## src/hw/rtl/ppa_pkg.sv

```systemverilog
// Shared types, codes and control structs of the per-CPU page allocator.
package ppa_pkg;

    // Operation codes
    localparam logic FUNC_FREE  = 1'b0;
    localparam logic FUNC_ALLOC = 1'b1;

    // Result status codes
    localparam logic [1:0] STATUS_OK      = 2'd0;
    localparam logic [1:0] STATUS_BAD     = 2'd1;
    localparam logic [1:0] STATUS_NO_MEM  = 2'd2;

    // Configuration register indexes
    localparam int CFG_IDX_W = 1;
    localparam logic [CFG_IDX_W-1:0] CFG_MEM_START = 1'd0;
    localparam logic [CFG_IDX_W-1:0] CFG_MEM_STOP  = 1'd1;

    typedef struct packed {
        logic        func;
        logic [2:0]  cpu_id;
        logic [31:0] page_addr;
    } req_item_t;

    typedef struct packed {
        logic [1:0]  status;
        logic [31:0] alloc_addr;
    } rsp_item_t;

    typedef enum logic [1:0] {
        ST_IDLE,
        ST_DECODE,
        ST_HEAD,
        ST_LINK
    } state_t;

    // Commands from controller to datapath
    typedef struct packed {
        logic load;
        logic decode;
        logic finish_head;
        logic read_link;
        logic finish_pop;
    } dp_cmd_t;

    // Status from datapath to controller
    typedef struct packed {
        logic is_alloc;
        logic found;
        logic out_free;
    } dp_status_t;

endpackage

```

## src/hw/rtl/ppa_ctrl.sv

```systemverilog
// Controller state machine of the per-CPU page allocator.
module ppa_ctrl
    import ppa_pkg::*;
(
    input  logic       clk,
    input  logic       rst_n,
    input  logic       req_valid,
    output logic       req_stall,
    input  dp_status_t dp_status,
    output dp_cmd_t    dp_cmd
);

    state_t state_reg;
    state_t state_next;

    // Advance state
    always_ff @(posedge clk or negedge rst_n)
    begin
        if (!rst_n)
        begin
            state_reg <= ST_IDLE;
        end
        else
        begin
            state_reg <= state_next;
        end
    end

    // Next state
    always_comb
    begin
        state_next = state_reg;
        case (state_reg)
            ST_IDLE:
            begin
                if (req_valid)
                begin
                    state_next = ST_DECODE;
                end
            end
            ST_DECODE:
            begin
                state_next = ST_HEAD;
            end
            ST_HEAD:
            begin
                if (dp_status.is_alloc && dp_status.found)
                begin
                    state_next = ST_LINK;
                end
                else if (dp_status.out_free)
                begin
                    state_next = ST_IDLE;
                end
            end
            ST_LINK:
            begin
                if (dp_status.out_free)
                begin
                    state_next = ST_IDLE;
                end
            end
            default:
            begin
                state_next = ST_IDLE;
            end
        endcase
    end

    // Drive datapath commands
    always_comb
    begin
        dp_cmd    = '0;
        req_stall = 1'b1;
        case (state_reg)
            ST_IDLE:
            begin
                req_stall   = 1'b0;
                dp_cmd.load = req_valid;
            end
            ST_DECODE:
            begin
                dp_cmd.decode = 1'b1;
            end
            ST_HEAD:
            begin
                if (dp_status.is_alloc && dp_status.found)
                begin
                    dp_cmd.read_link = 1'b1;
                end
                else
                begin
                    dp_cmd.finish_head = dp_status.out_free;
                end
            end
            ST_LINK:
            begin
                dp_cmd.finish_pop = dp_status.out_free;
            end
            default:
            begin
                dp_cmd = '0;
            end
        endcase
    end

endmodule

```

## config.mk

```make
export PLATFORM = sky130hd
export DESIGN_NAME = ppa_ctrl
export DESIGN_NICKNAME = d
export VERILOG_FILES = /design/src/hw/rtl/ppa_pkg.sv /design/src/hw/rtl/ppa_ctrl.sv
export SDC_FILE = /design/constraint.sdc
export NUM_CORES = 1
export LEC_CHECK = 0
export ABC_AREA = 1
export BUFFER_PORTS_ARGS = -buffer_cell sky130_fd_sc_hd__buf_2
export CAP_MARGIN = 10
export CORE_AREA = 2 2 39 41
export DETAILED_ROUTE_END_ITERATION = 10
export DIE_AREA = 0 0 41 43
export GPL_TIMING_DRIVEN = 0
export PLACE_DENSITY = 0.35
export SYNTH_ARGS = -nofsm -noshare
export SYNTH_HDL_FRONTEND = slang
export SYNTH_SLANG_ARGS = --single-unit
```

## constraint.sdc

```tcl
create_clock -name clk -period 1.3 [get_ports clk]
set_input_delay 0.39 -clock clk [delete_from_list [all_inputs] [get_ports clk]]
set_output_delay 0.39 -clock clk [all_outputs]
set_load 0.1 [all_outputs]
```

**Word level (Yosys, flattened, before mapping)**

Index checks and enable logic that the tools add are counted.

- Register bits after elaboration: 2
- Bits of input ports: 6

- Equal/unequal tests: 4
- Muxes and demuxes: 11
- Reduce and logical (&&, ||, !) cells: 2

Operator list:

| kind | count |
|---|---|
| 2-bit 2-to-1 mux | 4 |
| 2-bit case mux with 4 select lines | 1 |
| 1-bit 2-to-1 mux | 6 |
| 2-bit == test, second input constant | 2 |
| 2-bit by 1-bit == test with 1-bit output, second input constant | 1 |
| 2-bit zero test | 1 |
| 2-bit inequality test, second input constant | 1 |
| 1-bit logical AND | 1 |

**Logic depth before layout (Yosys ltp)**

- Word-level depth: 3
- Depth in mapped cells: 4
- Depth with buffers taken out: 4

**Worst setup path after synthesis**

OpenSTA, ideal clock, no wires.

- Path type: register -> output
- Start: reg state_reg[0]
- End: out dp_cmd[4] (netlist bit)
- Arrival time: 2.578 ns
- Required time: 0.910 ns
- Setup slack: -1.668 ns
- Stages on the path, launching flop included: 4
- Path buffers: 0
- Path through: dfrtp_1 > inv_1 > nand2_1 > nor2_1

RTL lines:

| what | RTL line | RTL |
|---|---|---|
| start: declaration | ppa_ctrl.sv:13 | `state_t state_reg;` |
| start signal: assignment | ppa_ctrl.sv:25 | `state_reg <= state_next;` |
| end: declaration | ppa_ctrl.sv:10 | `output dp_cmd_t dp_cmd` |

==> summary.txt <==
Status
  • Status: complete, but fails checks
  • Failing checks: setup timing

Final layout
  • Fillers: 142
  • FF/Latch Area: 51.3 sq um
  • Area Overhead vs Synth: 215%
  • Commonest non-fill, non-tap cell in the layout: buf_12
  • # diodes: 0
  • Layout cells sized above 1: 0.732
  • Final #Nets: 49
  • Multi-input logic area: 116 sq um
  • Core Util, Final: 0.322
  • Most frequent cells in the layout: buf_12 (7), buf_2 (5), nand2_1 (4)
  • Max reg flops: 2
  • Post-route cell area: 445 sq um

Drt
  • Vias per inst: 3.46
  • DR iter-0 viols: 0
  • WL per Instance: 7.35 microns
  • WL final: 419 microns
  • DRT antenna net count: 0
  • DRC: 0
  • Vias: 197
  • Drt first pass iters: 1

Clock tree
  • Clock transition at path regs: 0.03 ns
  • H-tree levels: 1
  • Total CTS buffers: 3
  • CTS tree: yes
  • Sink Count: 2
  • Clock Latency Late Sink: 0.22 ns
  • Max Root-Sink Buffers: 2
  • Root buffer selected by CTS: clkbuf_4

Global route
  • Global-route wire length before repair: 648 microns
  • Initial antenna violation count: 0
  • Vias in the first global route: 173
  • Largest net degree at the start of global routing: 7
  • Overflow after GRT: 0
  • Total global routing track utilization: 0.0654

Placement
  • DP Area: 272 sq um
  • Port-buffer cells: 11
  • DP Worst Slack: -0.307 ns
  • Final GP Congestion: 0.612
  • Hpwl dp: 306 microns

Timing
  • Actual slew at the worst max-slew pin: 0.229 ns
  • Setup Viol. Count Final: 6
  • Minimum clock period: 1.58 ns
  • Final Worst Setup Slack: -0.281 ns
  • RSZ-0062 raised after global routing: true
  • Fmax: 632 MHz
  • Setup TNS: -1.38 ns
  • Post-route clock period utilization: 1.22
  • Max-slew headroom: 0.847
  • Fin. Hold Viols: 0
  • Max Slew Vio Count: 0
  • Skew final: 0.000280 ns

Logic synthesis
  • Synth cell types: 11
  • #FFs+latches synth: 2
  • Netlist Area Pre-Place: 141 sq um
  • Yosys warning total: 0
  • Post-Synthesis Cells: 22
  • Post-Syn Nets: 28
  • Register area share after synthesis: 0.354
  • Syn_area_per_cell: 6.43 sq um

Setup path
  • CP Launch Type: flop
  • Worst-case reg-to-reg path depth: 6
  • Critical R2R Capture: state_reg[0]$_DFFE_PN0P_
  • Element type at the critical path end: output pin
  • CP max FO: 5
  • Worst Path Required: 0.91 ns
  • R2R Setup Slk: 0.31 ns
  • Data arrival time of the critical path: 1.19 ns
  • Crit Path Class: reg2out
  • Reg-to-Reg Start: state_reg[0]$_DFFE_PN0P_

Job
  • MaxCap Viol Count: 0

Worst hold path
  • Type of the worst min-delay path: in2async

Floorplanning
  • Die width: 41 microns
  • Die Ht: 43 microns
  • Core area: 0.00138 sq mm
  • Die area: 0.00176 sq mm
  • # IOs: 12
  • Initial Utilization: 0.102
  • Rows: 14
-- per-stage QoR --
step	hold WS (ns)	std cells
after floorplan	0.0944	22
after global placement	0.175	49
after detailed placement	0.177	49
after CTS	0.465	55
after global routing	0.472	57
final	0.481	57
-- Yosys cell counts --
cell	instances	area, sq um
inv_2	1	3.75
inv_1	5	18.8
dfrtp_1	2	50.1
nand4_1	1	6.26
nor3_1	1	5.00
a21oi_1	1	5.00
nand2_1	5	18.8
nor2_2	1	6.26
nand3_1	2	10.0
nor2_1	2	7.51
nand3_2	1	10.0
-- worst max-delay path: stages, from the launching register on --
cell	delay, ns
dfrtp_1	0.40
inv_4	0.11
nand4_1	0.16
clkinvlp_4	0.13
buf_12	0.17
-- cell type report --
class | count | area share
clock buffers | 3 | 0.0506
inverters | 6 | 0.0843
multi-input cells | 14 | 0.261
flip-flops and latches | 2 | 0.115
well taps | 16 | 0.0449
repair buffers | 16 | 0.444
-- cells by family (layout without fill, tap and decap cells) --
logic type,after synthesis,after routing,share of synthesized area
AND/OR/NAND/NOR,13,13,0.451
buffers and inverters,6,25,0.159
flip-flops,2,2,0.354
AO/OA/AOI/OAI,1,1,0.0354
-- per-layer routing --
metal / part of all wire / up-vias / routed length [microns] / track usage
li1: - / 107 / - / -
met4: 0 / 0 / 0 / 0.100
met5: 0 / - / 0 / 0
met1: 0.41 / 82 / 171 / 0.0744
met2: 0.51 / 8 / 212 / 0.0656
met3: 0.084 / 0 / 35 / 0.0314
-- timing repair --
action,CTS,global route
gates cloned,0,0
gates resized for setup,26,1
hold endpoints to repair,2,0
hold buffers,1,0
pin swaps,2,2
setup buffers,2,2
setup endpoints to repair,6,6
-- worst max path at each step --
stage / start / end / slack [ns] / depth (start not counted)
2_1_floorplan: state_reg[1]$_DFFE_PN0P_ / dp_cmd[0] / -0.38 / 2
3_3_place_gp: dp_status[2] / dp_cmd[2] / -0.31 / 5
3_5_place_dp: dp_status[2] / dp_cmd[2] / -0.31 / 5
4_1_cts: state_reg[0]$_DFFE_PN0P_ / dp_cmd[1] / -0.33 / 4
5_1_grt: state_reg[0]$_DFFE_PN0P_ / dp_cmd[1] / -0.35 / 4
6_report: state_reg[0]$_DFFE_PN0P_ / dp_cmd[1] / -0.28 / 4
Power is not shown: default switching activity piles up to over one toggle a cycle in this logic, so the estimate is an artifact.
